[config.mk]
export PLATFORM = sky130hd
export DESIGN_NAME = sample_block_buffer_manager
export DESIGN_NICKNAME = d
export VERILOG_FILES = /design/src/design/sbbm_pkg.sv /design/src/design/sample_block_buffer_manager.sv
export SDC_FILE = /design/constraint.sdc
export NUM_CORES = 1
export LEC_CHECK = 0
export BUFFER_PORTS_ARGS = -buffer_cell sky130_fd_sc_hd__buf_4
export CORE_ASPECT_RATIO = 0.5
export CORE_MARGIN = 5
export CORE_UTILIZATION = 50
export DETAILED_ROUTE_END_ITERATION = 16
export PLACE_DENSITY = 0.77
export SYNTH_ARGS = -nofsm -noshare
export SYNTH_HDL_FRONTEND = slang
export SYNTH_SLANG_ARGS = --single-unit
[constraint.sdc]
create_clock -name clock -period 5.34 [get_ports clock]
set_input_delay 0.801 -clock clock [delete_from_list [all_inputs] [get_ports clock]]
set_output_delay 0.801 -clock clock [all_outputs]
set_load 0.01 [all_outputs]
[src/design/sbbm_pkg.sv]
`default_nettype none
// ----------------------------------------------------------------------------
// sbbm_pkg
// Shared types, sizes and register codes of the sample block buffer manager.
// ----------------------------------------------------------------------------
package sbbm_pkg;

   localparam int BUFFER_COUNT     = 10;
   localparam int SLOTS_PER_BUFFER = 32;
   localparam int RING_DEPTH       = BUFFER_COUNT + 1;

   typedef logic [3:0]  buf_type;     // buffer index, fixed by the result fields
   typedef logic [3:0]  count_type;   // free count, 0 .. BUFFER_COUNT
   typedef logic [3:0]  ptr_type;     // full ring pointer, 0 .. RING_DEPTH-1
   typedef logic [7:0]  slot_type;    // slot within a buffer
   typedef logic [31:0] word_type;

   localparam count_type BUF_TOTAL  = count_type'(BUFFER_COUNT);
   localparam slot_type  SLOT_TOTAL = slot_type'(SLOTS_PER_BUFFER);
   localparam ptr_type   RING_LAST  = ptr_type'(RING_DEPTH - 1);

   localparam word_type FILE_LIMIT_RESET = 32'd65536;
   localparam word_type COUNT_MAX        = 32'hFFFF_FFFF;

   // register indexes on the control port
   localparam logic CSR_MAX_BLOCKS = 1'b0;
   localparam logic CSR_FILE_LIMIT = 1'b1;

   function automatic ptr_type ring_next(input ptr_type p);
      ring_next = (p == RING_LAST) ? '0 : ptr_type'(p + 4'd1);
   endfunction

endpackage
`default_nettype wire

[src/design/sample_block_buffer_manager.sv]
`default_nettype none
// ----------------------------------------------------------------------------
// sample_block_buffer_manager
// Buffer pool for a sampling front end: free stack, open buffer, full ring.
//
// Each req_ transfer is one sample period carrying req_card_busy. The block
// pops a free buffer when none is open, places the sample into the next slot
// (or counts an overrun), moves a filled buffer into the full ring and, when
// the card is idle, hands the oldest full buffer to the card and returns it
// to the free stack. Every request yields exactly one rsp_ transfer.
// The result register is loaded at the edge that accepts the request.
// Throughput: one request per cycle, the whole update is one pass of
// logic between the state registers and the result register.
// When the receiver stalls, the result register holds and req_stall is
// raised, so no request is taken until the result has gone.
// Reset clears the pool (stack holds buffers 0..9), counters and flags;
// max_blocks resets to 0 (no limit), file_block_limit to 65536.
// Once a block limit is reached, further requests leave all state alone.
// Registers: 0x0 max_blocks, 0x4 file_block_limit; write only while idle.
// ----------------------------------------------------------------------------
module sample_block_buffer_manager (
   input  wire  logic                 clock,
   input  wire  logic                 reset,
   // request channel
   input  wire  logic                 req_valid,
   output       logic                 req_stall,
   input  wire  logic                 req_card_busy,
   // result channel
   output       logic                 rsp_valid,
   input  wire  logic                 rsp_stall,
   output       logic                 rsp_sample_taken,
   output       sbbm_pkg::buf_type    rsp_sample_buffer,
   output       sbbm_pkg::slot_type   rsp_sample_slot,
   output       logic                 rsp_overrun,
   output       logic                 rsp_write_issued,
   output       sbbm_pkg::buf_type    rsp_write_buffer,
   output       sbbm_pkg::word_type   rsp_blocks_written,
   output       logic                 rsp_recording_done,
   output       sbbm_pkg::count_type  rsp_fewest_free,
   output       sbbm_pkg::word_type   rsp_overrun_count,
   // control port
   input  wire  logic                 csr_psel,
   input  wire  logic                 csr_penable,
   input  wire  logic                 csr_pwrite,
   input  wire  logic [2:0]           csr_paddr,
   input  wire  sbbm_pkg::word_type   csr_pwdata,
   output       sbbm_pkg::word_type   csr_prdata,
   output       logic                 csr_pready
);

   // -------------------------------------------------------------------------
   // Control registers
   // -------------------------------------------------------------------------
   sbbm_pkg::word_type max_blocks_ff;
   sbbm_pkg::word_type file_limit_ff;
   logic               csr_write;

   assign csr_pready = 1'b1;
   assign csr_write  = csr_psel & csr_penable & csr_pwrite;

   always_ff @(posedge clock) begin
      if (reset) begin
         max_blocks_ff <= '0;
         file_limit_ff <= sbbm_pkg::FILE_LIMIT_RESET;
      end else if (csr_write) begin
         unique case (csr_paddr[2])
            sbbm_pkg::CSR_MAX_BLOCKS: max_blocks_ff <= csr_pwdata;
            sbbm_pkg::CSR_FILE_LIMIT: file_limit_ff <= csr_pwdata;
            default:                  max_blocks_ff <= max_blocks_ff;
         endcase
      end
   end

   always_comb begin
      unique case (csr_paddr[2])
         sbbm_pkg::CSR_MAX_BLOCKS: csr_prdata = max_blocks_ff;
         sbbm_pkg::CSR_FILE_LIMIT: csr_prdata = file_limit_ff;
         default:                  csr_prdata = '0;
      endcase
   end

   // -------------------------------------------------------------------------
   // Pool state
   // -------------------------------------------------------------------------
   sbbm_pkg::buf_type   free_stack_ff [sbbm_pkg::BUFFER_COUNT];
   sbbm_pkg::buf_type   full_ring_ff  [sbbm_pkg::RING_DEPTH];
   sbbm_pkg::count_type free_count_ff, free_count_in;
   logic                holding_ff,    holding_in;
   sbbm_pkg::buf_type   open_buf_ff,   open_buf_in;
   sbbm_pkg::slot_type  fill_ff,       fill_in;
   sbbm_pkg::ptr_type   head_ff,       head_in;
   sbbm_pkg::ptr_type   tail_ff,       tail_in;
   sbbm_pkg::word_type  written_ff,    written_in;
   sbbm_pkg::word_type  overruns_ff,   overruns_in;
   sbbm_pkg::count_type lowest_ff,     lowest_in;
   logic                finished_ff,   finished_in;

   // result register
   logic                rsp_valid_ff;
   logic                taken_ff;
   sbbm_pkg::buf_type   sbuf_ff;
   sbbm_pkg::slot_type  sslot_ff;
   logic                ovr_ff;
   logic                wr_ff;
   sbbm_pkg::buf_type   wbuf_ff;

   logic accept;
   logic active;

   // Take a request whenever the result register is empty or draining.
   assign req_stall = rsp_valid_ff & rsp_stall;
   assign accept    = req_valid & ~req_stall;
   assign active    = accept & ~finished_ff;

   // -------------------------------------------------------------------------
   // One-pass update
   // -------------------------------------------------------------------------
   logic                pop_free;
   sbbm_pkg::count_type count_dec;
   sbbm_pkg::count_type count_a;
   sbbm_pkg::buf_type   open_a;
   logic                hold_a;
   sbbm_pkg::slot_type  fill_a;
   sbbm_pkg::slot_type  fill_inc;
   logic                buf_full;
   sbbm_pkg::ptr_type   head_nxt;
   logic                ring_push;
   sbbm_pkg::ptr_type   head_b;
   logic                ring_pop;
   sbbm_pkg::buf_type   pop_buf;
   logic                stack_push;
   sbbm_pkg::word_type  written_inc;
   logic                limit_hit;

   always_comb begin
      // open a buffer from the free stack if none is held
      pop_free  = ~holding_ff & (free_count_ff != '0);
      count_dec = free_count_ff - 4'd1;
      if (count_dec >= sbbm_pkg::BUF_TOTAL) begin
         count_dec = '0;
      end
      count_a = pop_free ? count_dec : free_count_ff;
      open_a  = pop_free ? free_stack_ff[count_dec] : open_buf_ff;
      hold_a  = holding_ff | pop_free;
      fill_a  = pop_free ? '0 : fill_ff;

      // place the sample, retire a filled buffer into the ring
      fill_inc  = fill_a + 8'd1;
      buf_full  = hold_a & (fill_inc >= sbbm_pkg::SLOT_TOTAL);
      head_nxt  = sbbm_pkg::ring_next(head_ff);
      ring_push = buf_full & (head_nxt != tail_ff);
      head_b    = ring_push ? head_nxt : head_ff;

      // hand the oldest full buffer to the card; bypass a same-period push
      ring_pop   = (head_b != tail_ff) & ~req_card_busy;
      pop_buf    = (ring_push && head_ff == tail_ff) ? open_a : full_ring_ff[tail_ff];
      stack_push = ring_pop & (count_a < sbbm_pkg::BUF_TOTAL);

      written_inc = written_ff + 32'd1;
      limit_hit   = ((file_limit_ff != '0) && (written_inc == file_limit_ff)) ||
                    ((max_blocks_ff != '0) && (written_inc == max_blocks_ff));

      // next state
      free_count_in = stack_push ? count_a + 4'd1 : count_a;
      holding_in    = hold_a & ~buf_full;
      open_buf_in   = open_a;
      fill_in       = hold_a ? fill_inc : fill_a;
      head_in       = head_b;
      tail_in       = ring_pop ? sbbm_pkg::ring_next(tail_ff) : tail_ff;
      written_in    = ring_pop ? written_inc : written_ff;
      finished_in   = ring_pop & limit_hit;
      lowest_in     = (pop_free && count_dec < lowest_ff) ? count_dec : lowest_ff;
      overruns_in   = (~hold_a && overruns_ff != sbbm_pkg::COUNT_MAX) ?
                      overruns_ff + 32'd1 : overruns_ff;
   end

   // -------------------------------------------------------------------------
   // State and result registers
   // -------------------------------------------------------------------------
   always_ff @(posedge clock) begin
      if (reset) begin
         for (int i = 0; i < sbbm_pkg::BUFFER_COUNT; i++) begin
            free_stack_ff[i] <= sbbm_pkg::buf_type'(i);
         end
         free_count_ff <= sbbm_pkg::BUF_TOTAL;
         holding_ff    <= 1'b0;
         open_buf_ff   <= '0;
         fill_ff       <= '0;
         head_ff       <= '0;
         tail_ff       <= '0;
         written_ff    <= '0;
         overruns_ff   <= '0;
         lowest_ff     <= sbbm_pkg::BUF_TOTAL;
         finished_ff   <= 1'b0;
         rsp_valid_ff  <= 1'b0;
      end else begin
         if (active) begin
            if (stack_push) begin
               free_stack_ff[count_a] <= pop_buf;
            end
            free_count_ff <= free_count_in;
            holding_ff    <= holding_in;
            open_buf_ff   <= open_buf_in;
            fill_ff       <= fill_in;
            head_ff       <= head_in;
            tail_ff       <= tail_in;
            written_ff    <= written_in;
            overruns_ff   <= overruns_in;
            lowest_ff     <= lowest_in;
            finished_ff   <= finished_in;
         end
         // load on accept, drop once the receiver has taken the result
         if (accept) begin
            rsp_valid_ff <= 1'b1;
         end else if (!rsp_stall) begin
            rsp_valid_ff <= 1'b0;
         end
      end
   end

   // filled buffers: written before they are ever read, so no reset
   always_ff @(posedge clock) begin
      if (active && ring_push) begin
         full_ring_ff[head_ff] <= open_a;
      end
   end

   // result payload: event flags are zero after recording has finished
   always_ff @(posedge clock) begin
      if (accept) begin
         taken_ff <= active & hold_a;
         sbuf_ff  <= (active && hold_a) ? open_a : '0;
         sslot_ff <= (active && hold_a) ? fill_a : '0;
         ovr_ff   <= active & ~hold_a;
         wr_ff    <= active & ring_pop;
         wbuf_ff  <= (active && ring_pop) ? pop_buf : '0;
      end
   end

   // counters report straight from state, which only moves on accept
   assign rsp_valid          = rsp_valid_ff;
   assign rsp_sample_taken   = taken_ff;
   assign rsp_sample_buffer  = sbuf_ff;
   assign rsp_sample_slot    = sslot_ff;
   assign rsp_overrun        = ovr_ff;
   assign rsp_write_issued   = wr_ff;
   assign rsp_write_buffer   = wbuf_ff;
   assign rsp_blocks_written = written_ff;
   assign rsp_recording_done = finished_ff;
   assign rsp_fewest_free    = lowest_ff;
   assign rsp_overrun_count  = overruns_ff;

endmodule
`default_nettype wire

### Word level (Yosys, flattened, before mapping)

Memories as Yosys holds them, arrays and structs flattened. A register that Yosys moved wholly into a read port is not among the register bits.
Cells that the tools add are included.

* reductions and logical operators: 18
* bitwise gates (word level): 23
* $add $sub $neg: 7
* mux-type cells: 26
* equality and inequality tests: 9
* $lt $le $gt $ge: 4

Operators with widths (number)
* 32-bit by 1-bit adder with 32-bit output (second input constant): 2
* 32-bit equality test: 2
* 32-bit one-hot mux with 2 select lines: 1
* 32-bit nonzero test: 2
* 4-bit 2-to-1 mux: 12
* 32-bit inequality test (second input constant): 1
* 8-bit 2-to-1 mux: 2
* 1-bit bitwise AND: 15
* 4-bit by 1-bit adder with 4-bit output (second input constant): 3
* 1-bit 2-to-1 mux: 11
* 2-bit AND reduction: 5
* 8-bit by 1-bit adder with 8-bit output (second input constant): 1
* 4-bit equality test (second input constant): 2
* 8-bit by 6-bit greater-or-equal comparator with 1-bit output (second input constant): 1
* 1-bit logical AND: 8
* 4-bit inequality test: 2
* 1-bit inverter: 7
* 4-bit equality test: 1
* 4-bit greater-or-equal comparator (second input constant): 1
* 4-bit less-than comparator: 1
* 4-bit less-than comparator (second input constant): 1
* 4-bit nonzero test: 1
* 4-bit OR reduction: 1
* 4-bit by 1-bit subtractor with 4-bit output (second input constant): 1
* 3 further kinds: 3

* memories: 2
* input bits: 43
* RAM bits: 84
* bits in registers: 178
* output and inout bits: 123

Memory list
* full_ring_ff: depth 11, width 4, read ports 1, clocked after Yosys merged registers in 1, wr ports 1, line sample_block_buffer_manager.sv:86 `sbbm_pkg::buf_type full_ring_ff [sbbm_pkg::RING_DEPTH];`
* free_stack_ff: depth 10, width 4, read ports 1, clocked after Yosys merged registers in 0, wr ports 10, line sample_block_buffer_manager.sv:85 `sbbm_pkg::buf_type free_stack_ff [sbbm_pkg::BUFFER_COUNT];`

### Logic depth before layout (Yosys ltp)

* depth in word-level cells: 17
* mapped depth: 21
* gate-level depth less buffers: 17

### Worst setup path after synthesis

OpenSTA, ideal clock, no wires.

* path type: register to register
* start point: register free_count_ff[0]
* end point: memory free_stack_ff[1][0] in the netlist's numbering (data pin)
* arrival: 3.803 ns
* library setup time: 0.271 ns
* slack: 1.266 ns
* stages on the path, launching flop included: 21
* required time: 5.069 ns
* period minus slack after synthesis: 4.074 ns
* cell sequence: dfxtp_1 clkbuf_1 inv_1 ha_1 nand2b_1 nor2_1 or2_2 clkbuf_1 and2_1 ha_1 nand2_1 nand2_1 mux2_2 o31ai_1 a31oi_1 and3_1 clkbuf_1 o21ai_0 and2_1 clkbuf_1 nand4_1

RTL lines
* start, declared: line sample_block_buffer_manager.sv:87 `sbbm_pkg::count_type free_count_ff, free_count_in;`
* start signal, assigned: line sample_block_buffer_manager.sv:185 `free_count_ff <= sbbm_pkg::BUF_TOTAL;`
* start signal, assigned: line sample_block_buffer_manager.sv:201 `free_count_ff <= free_count_in;`
* end, declared: line sample_block_buffer_manager.sv:85

==> impl_results.md <==
- Logic pwr share: 0.126
- Drt wl/cell: 18.7 um
- First-pass GRT wire length: 62100 um
- Nets: about 1800
- CTS Hold Bufs: 0
- Post-synthesis sequential area ratio: 0.447
- Yosys reg bits: 266
- Clk Tree Root Cell: clkbuf_16
- I/O pins: 166
- RePlAce Congestion: 0.968
- Gr busiest metal: met2
- Post-Syn Area: 14200 sq um
- HPWL Detailed: 28700 um
- Max Cap Violations: 0
- Gr usage total: 0.236
- Fin Setup TNS: 0 ns
- Met3 Use GR: 0.0371
- Synth Flop Type: dfxtp_1
- H-tree depth: 1
- Asr flop ratio synth: 0
- Run status: finished clean
- Register share of total power: 0.496
- Final min period: 4.55 ns
- Clock-pin slew on the worst setup and hold paths: 0.07 ns
- Critical path buffers and inverters: 2
- Slew Limit Fails: 0
- Worst-skew pair later-pin latency: 0.54 ns
- Met2 usage: 0.387
- RSZ-0062 raised after global routing: no
- Post-Syn Nets: 1669
- Setup CP Type: flip-flop to flip-flop
- Fin crit share: 0.852
- WP data required: 5.62 ns
- # diodes: 0
- GRT met1 Usage: 0.330
- Post-synth top area share: 0.229
- Cell variety after synth: 77
- Critical Path Most Common Cell: nand2_1
- Clk pwr share: 0.377
- Detail Route Antenna Nets: 0
- Largest stage delay, worst path: 0.48 ns
- Worst-path cell chain: inv_1, ha_1, nand2b_1, nor2_1, or2_2, and2_1, ha_1, nand2_1, nand2_1, mux2_2, o31ai_1, a311o_1, a21o_1, inv_2, nand2_1, nor2_1, or2_2
- DR pass1 iterations: 5
- Worst hold path class: flip-flop to flip-flop
- P&R area growth vs syn: 14.7%
- Detailed Route WL: ~40000 um
- Crit Path Max Fanout: 23
- Slowest cell on the critical path: dfxtp_1
- Internal: 3.35 mW
- Power, Total: about 4.5 mW
- Pwr dens: 277 nW/um^2
- TritonCTS clock tree: built
- Sw frac: 0.258
- Worst vdd ir: 0.227 mV
- DIE WIDTH: approximately 250 um
- Postcts setup bufs: 0
- Net Sw Power: 1.17 mW
- Largest net degree at the start of global routing: 82
- Top Family by Delay on Critical Path: simple AND/OR/NAND/NOR gates
- Via count: approximately 12000
- Main area contributors after synthesis: dfxtp_1, edfxtp_1, nand2_1
- Leakage: between 5 and 6 nW
- Worst-Margin Slew: between 0.9 and 1 ns
- Die area: 32100 sq um
- Initial Util: 0.511
- CTS max path bufs: 3
- Final Setup Violations: 0
- Vias/cell: 5.82
- Fin. Hold Viols: 0
- Total number of yosys warnings: 0
- Clk sinks: between 200 and 300
- Vias in the first global route: 11300
- Synth area leader: dfxtp_1
- Share of layout cells above drive strength 1: 0.158
- WP data arrival: roughly 4.8 ns
- Post-CTS Resized: 0
- # rows: 43
- CTS Buf Count: 24
- Core area: approximately 28000 sq um
- IO Port Bufs: 162
- Die Span Y: approximately 130 um
- Critical path endpoint category: flip-flop
- Post-synth EDFFs: 103
- Startpoint types: flip-flop
- Syn Inst Count: 1617
- Max Clk Rate: 220 MHz
- Clock skew: around 0.012 ns
- Normalized max-slew margin: 0.345
- Grt ovf: 0
- Initial antenna violation count: 0
- DRT iter0 DRCs: 1190
- Avg Inst Size Synth: 8.80 sq um
- DR DRC count: 0
## Yosys cell counts, types with 4 or more instances
cell type / instances
and3_1: 18
nand3b_1: 5
or2_2: 6
or3_1: 27
buf_1: 8
o221ai_1: 4
a22oi_1: 8
and2_1: 25
nand2b_1: 25
nand3_1: 53
xor2_1: 61
xnor2_1: 63
nor2_1: 150
mux2_2: 33
buf_2: 14
mux4_2: 8
nor4_2: 4
buf_4: 6
nand2_1: 249
ha_1: 9
nor4_1: 34
nor2b_1: 9
mux2i_1: 27
a31oi_1: 14
a21oi_1: 120
nand4_1: 32
a211o_1: 7
dfxtp_1: 163
a311oi_1: 4
o21a_1: 5
o211ai_1: 7
inv_1: 43
a211oi_1: 10
edfxtp_1: 103
or4_1: 6
o21ai_0: 69
nor3_1: 33
and4_1: 12
o21ai_1: 5
o22ai_1: 5
clkbuf_1: 76
## power by group through the flow
stage                     registers (mW)  clock network [mW]  logic, mW
after floorplan                     2.28                   0      0.365
after global placement              2.29                   0      0.554
after detailed placement            2.29                   0      0.563
after CTS                           2.24                1.73      0.565
after global routing                2.25                1.82      0.624
final                               2.24                1.70      0.571
## stage by stage
stage | area, sq um | hold slack [ns] | utilization | std cells | worst slack (ns)
2_1_floorplan | 14200 | 0.432 | - | 1617 | 1.27
3_3_place_gp | 15600 | 0.438 | 0.559 | 2067 | 0.917
3_5_place_dp | 15600 | 0.449 | 0.559 | 2067 | 0.895
4_1_cts | 16300 | 0.459 | 0.586 | 2111 | 0.858
5_1_grt | 16300 | 0.480 | 0.586 | 2111 | 0.429
6_report | 16300 | 0.458 | 0.586 | 2111 | 0.793
## flip-flops by register name (all words and copies together) (netlist names), 4 cells and up, named ones only
signal / cells
file_limit_ff: 32
fill_ff: 8
free_count_ff: 4
free_stack_ff: 40
full_ring_ff: 44
head_ff: 4
max_blocks_ff: 32
open_buf_ff: 4
rsp_blocks_written: 32
rsp_fewest_free: 4
rsp_overrun_count: 32
rsp_sample_buffer: 4
rsp_sample_slot: 8
rsp_write_buffer: 4
tail_ff: 4
## tightest hold or removal path, delay by kind of cell (launching register included)
| kind | cells | cell delay (ns) |
|---|---|---|
| flip-flops | 1 | 0.31 |
| AND/OR/NAND/NOR | 1 | 0.05 |
| AO/OA/AOI/OAI | 1 | 0.05 |
## routing by layer
metal  vias to the layer above  share of wire  routed length [um]
met5                         -              0                   0
met4                         0          0.026                1020
met3                        62          0.072                2860
met2                       483           0.46               18200
met1                      5848           0.44               17500
li1                       5902              -                   -
## kinds of logic after synthesis
family,Yosys count,synth area share
AND/OR/NAND/NOR,701,0.240
AO/OA/AOI/OAI,296,0.125
flip-flops,266,0.447
buffers and inverters,151,0.0442
XOR/XNOR,125,0.0779
multiplexers,68,0.0578
adder cells (fa/ha/maj),9,0.00791
other,1,0.000263
## final cells by class
| class | count | area [sq um] |
|---|---|---|
| multi-input combinational | 1200 | 7260 |
| tap | 382 | 478 |
| inverter | 44 | 165 |
| clock buffer | 36 | 688 |
| sequential | 266 | 6360 |
| fill | 2521 | 11500 |
| clock inverter | 8 | 66.3 |
| timing repair buffer | 175 | 1310 |
## worst paths after layout
path,start,end,slack [ns],cells after the start
worst min-delay path,open_buf_ff[2]$_SDFFE_PP0P_,open_buf_ff[2]$_SDFFE_PP0P_,0.46,2
worst max register to register,free_count_ff[1]$_SDFFE_PP1P_,free_stack_ff[6][1]$_SDFFCE_PN1P_,0.79,17
worst min register to register,open_buf_ff[2]$_SDFFE_PP0P_,open_buf_ff[2]$_SDFFE_PP0P_,0.46,2
worst max-delay path,free_count_ff[1]$_SDFFE_PP1P_,free_stack_ff[6][1]$_SDFFCE_PN1P_,0.79,17
## cells in the final DEF (no fill, tap or decap), types with 9 or more instances in the layout
master	n
and2_1	25
mux2i_1	27
nand3_1	53
or3_1	27
nand2_1	249
dfxtp_1	163
nor2b_1	9
nand2b_1	25
nand4_1	32
clkbuf_16	26
nor3_1	33
nor2_1	148
and4_1	12
o21ai_0	69
xor2_1	61
xnor2_1	63
a31oi_1	14
edfxtp_1	103
nor4_1	34
ha_1	9
a21oi_1	120
and3_1	18
a211oi_1	10
mux2_2	33
inv_1	43
clkbuf_1	10
buf_4	175
No activity file was read; power rests on OpenSTA's default activity.
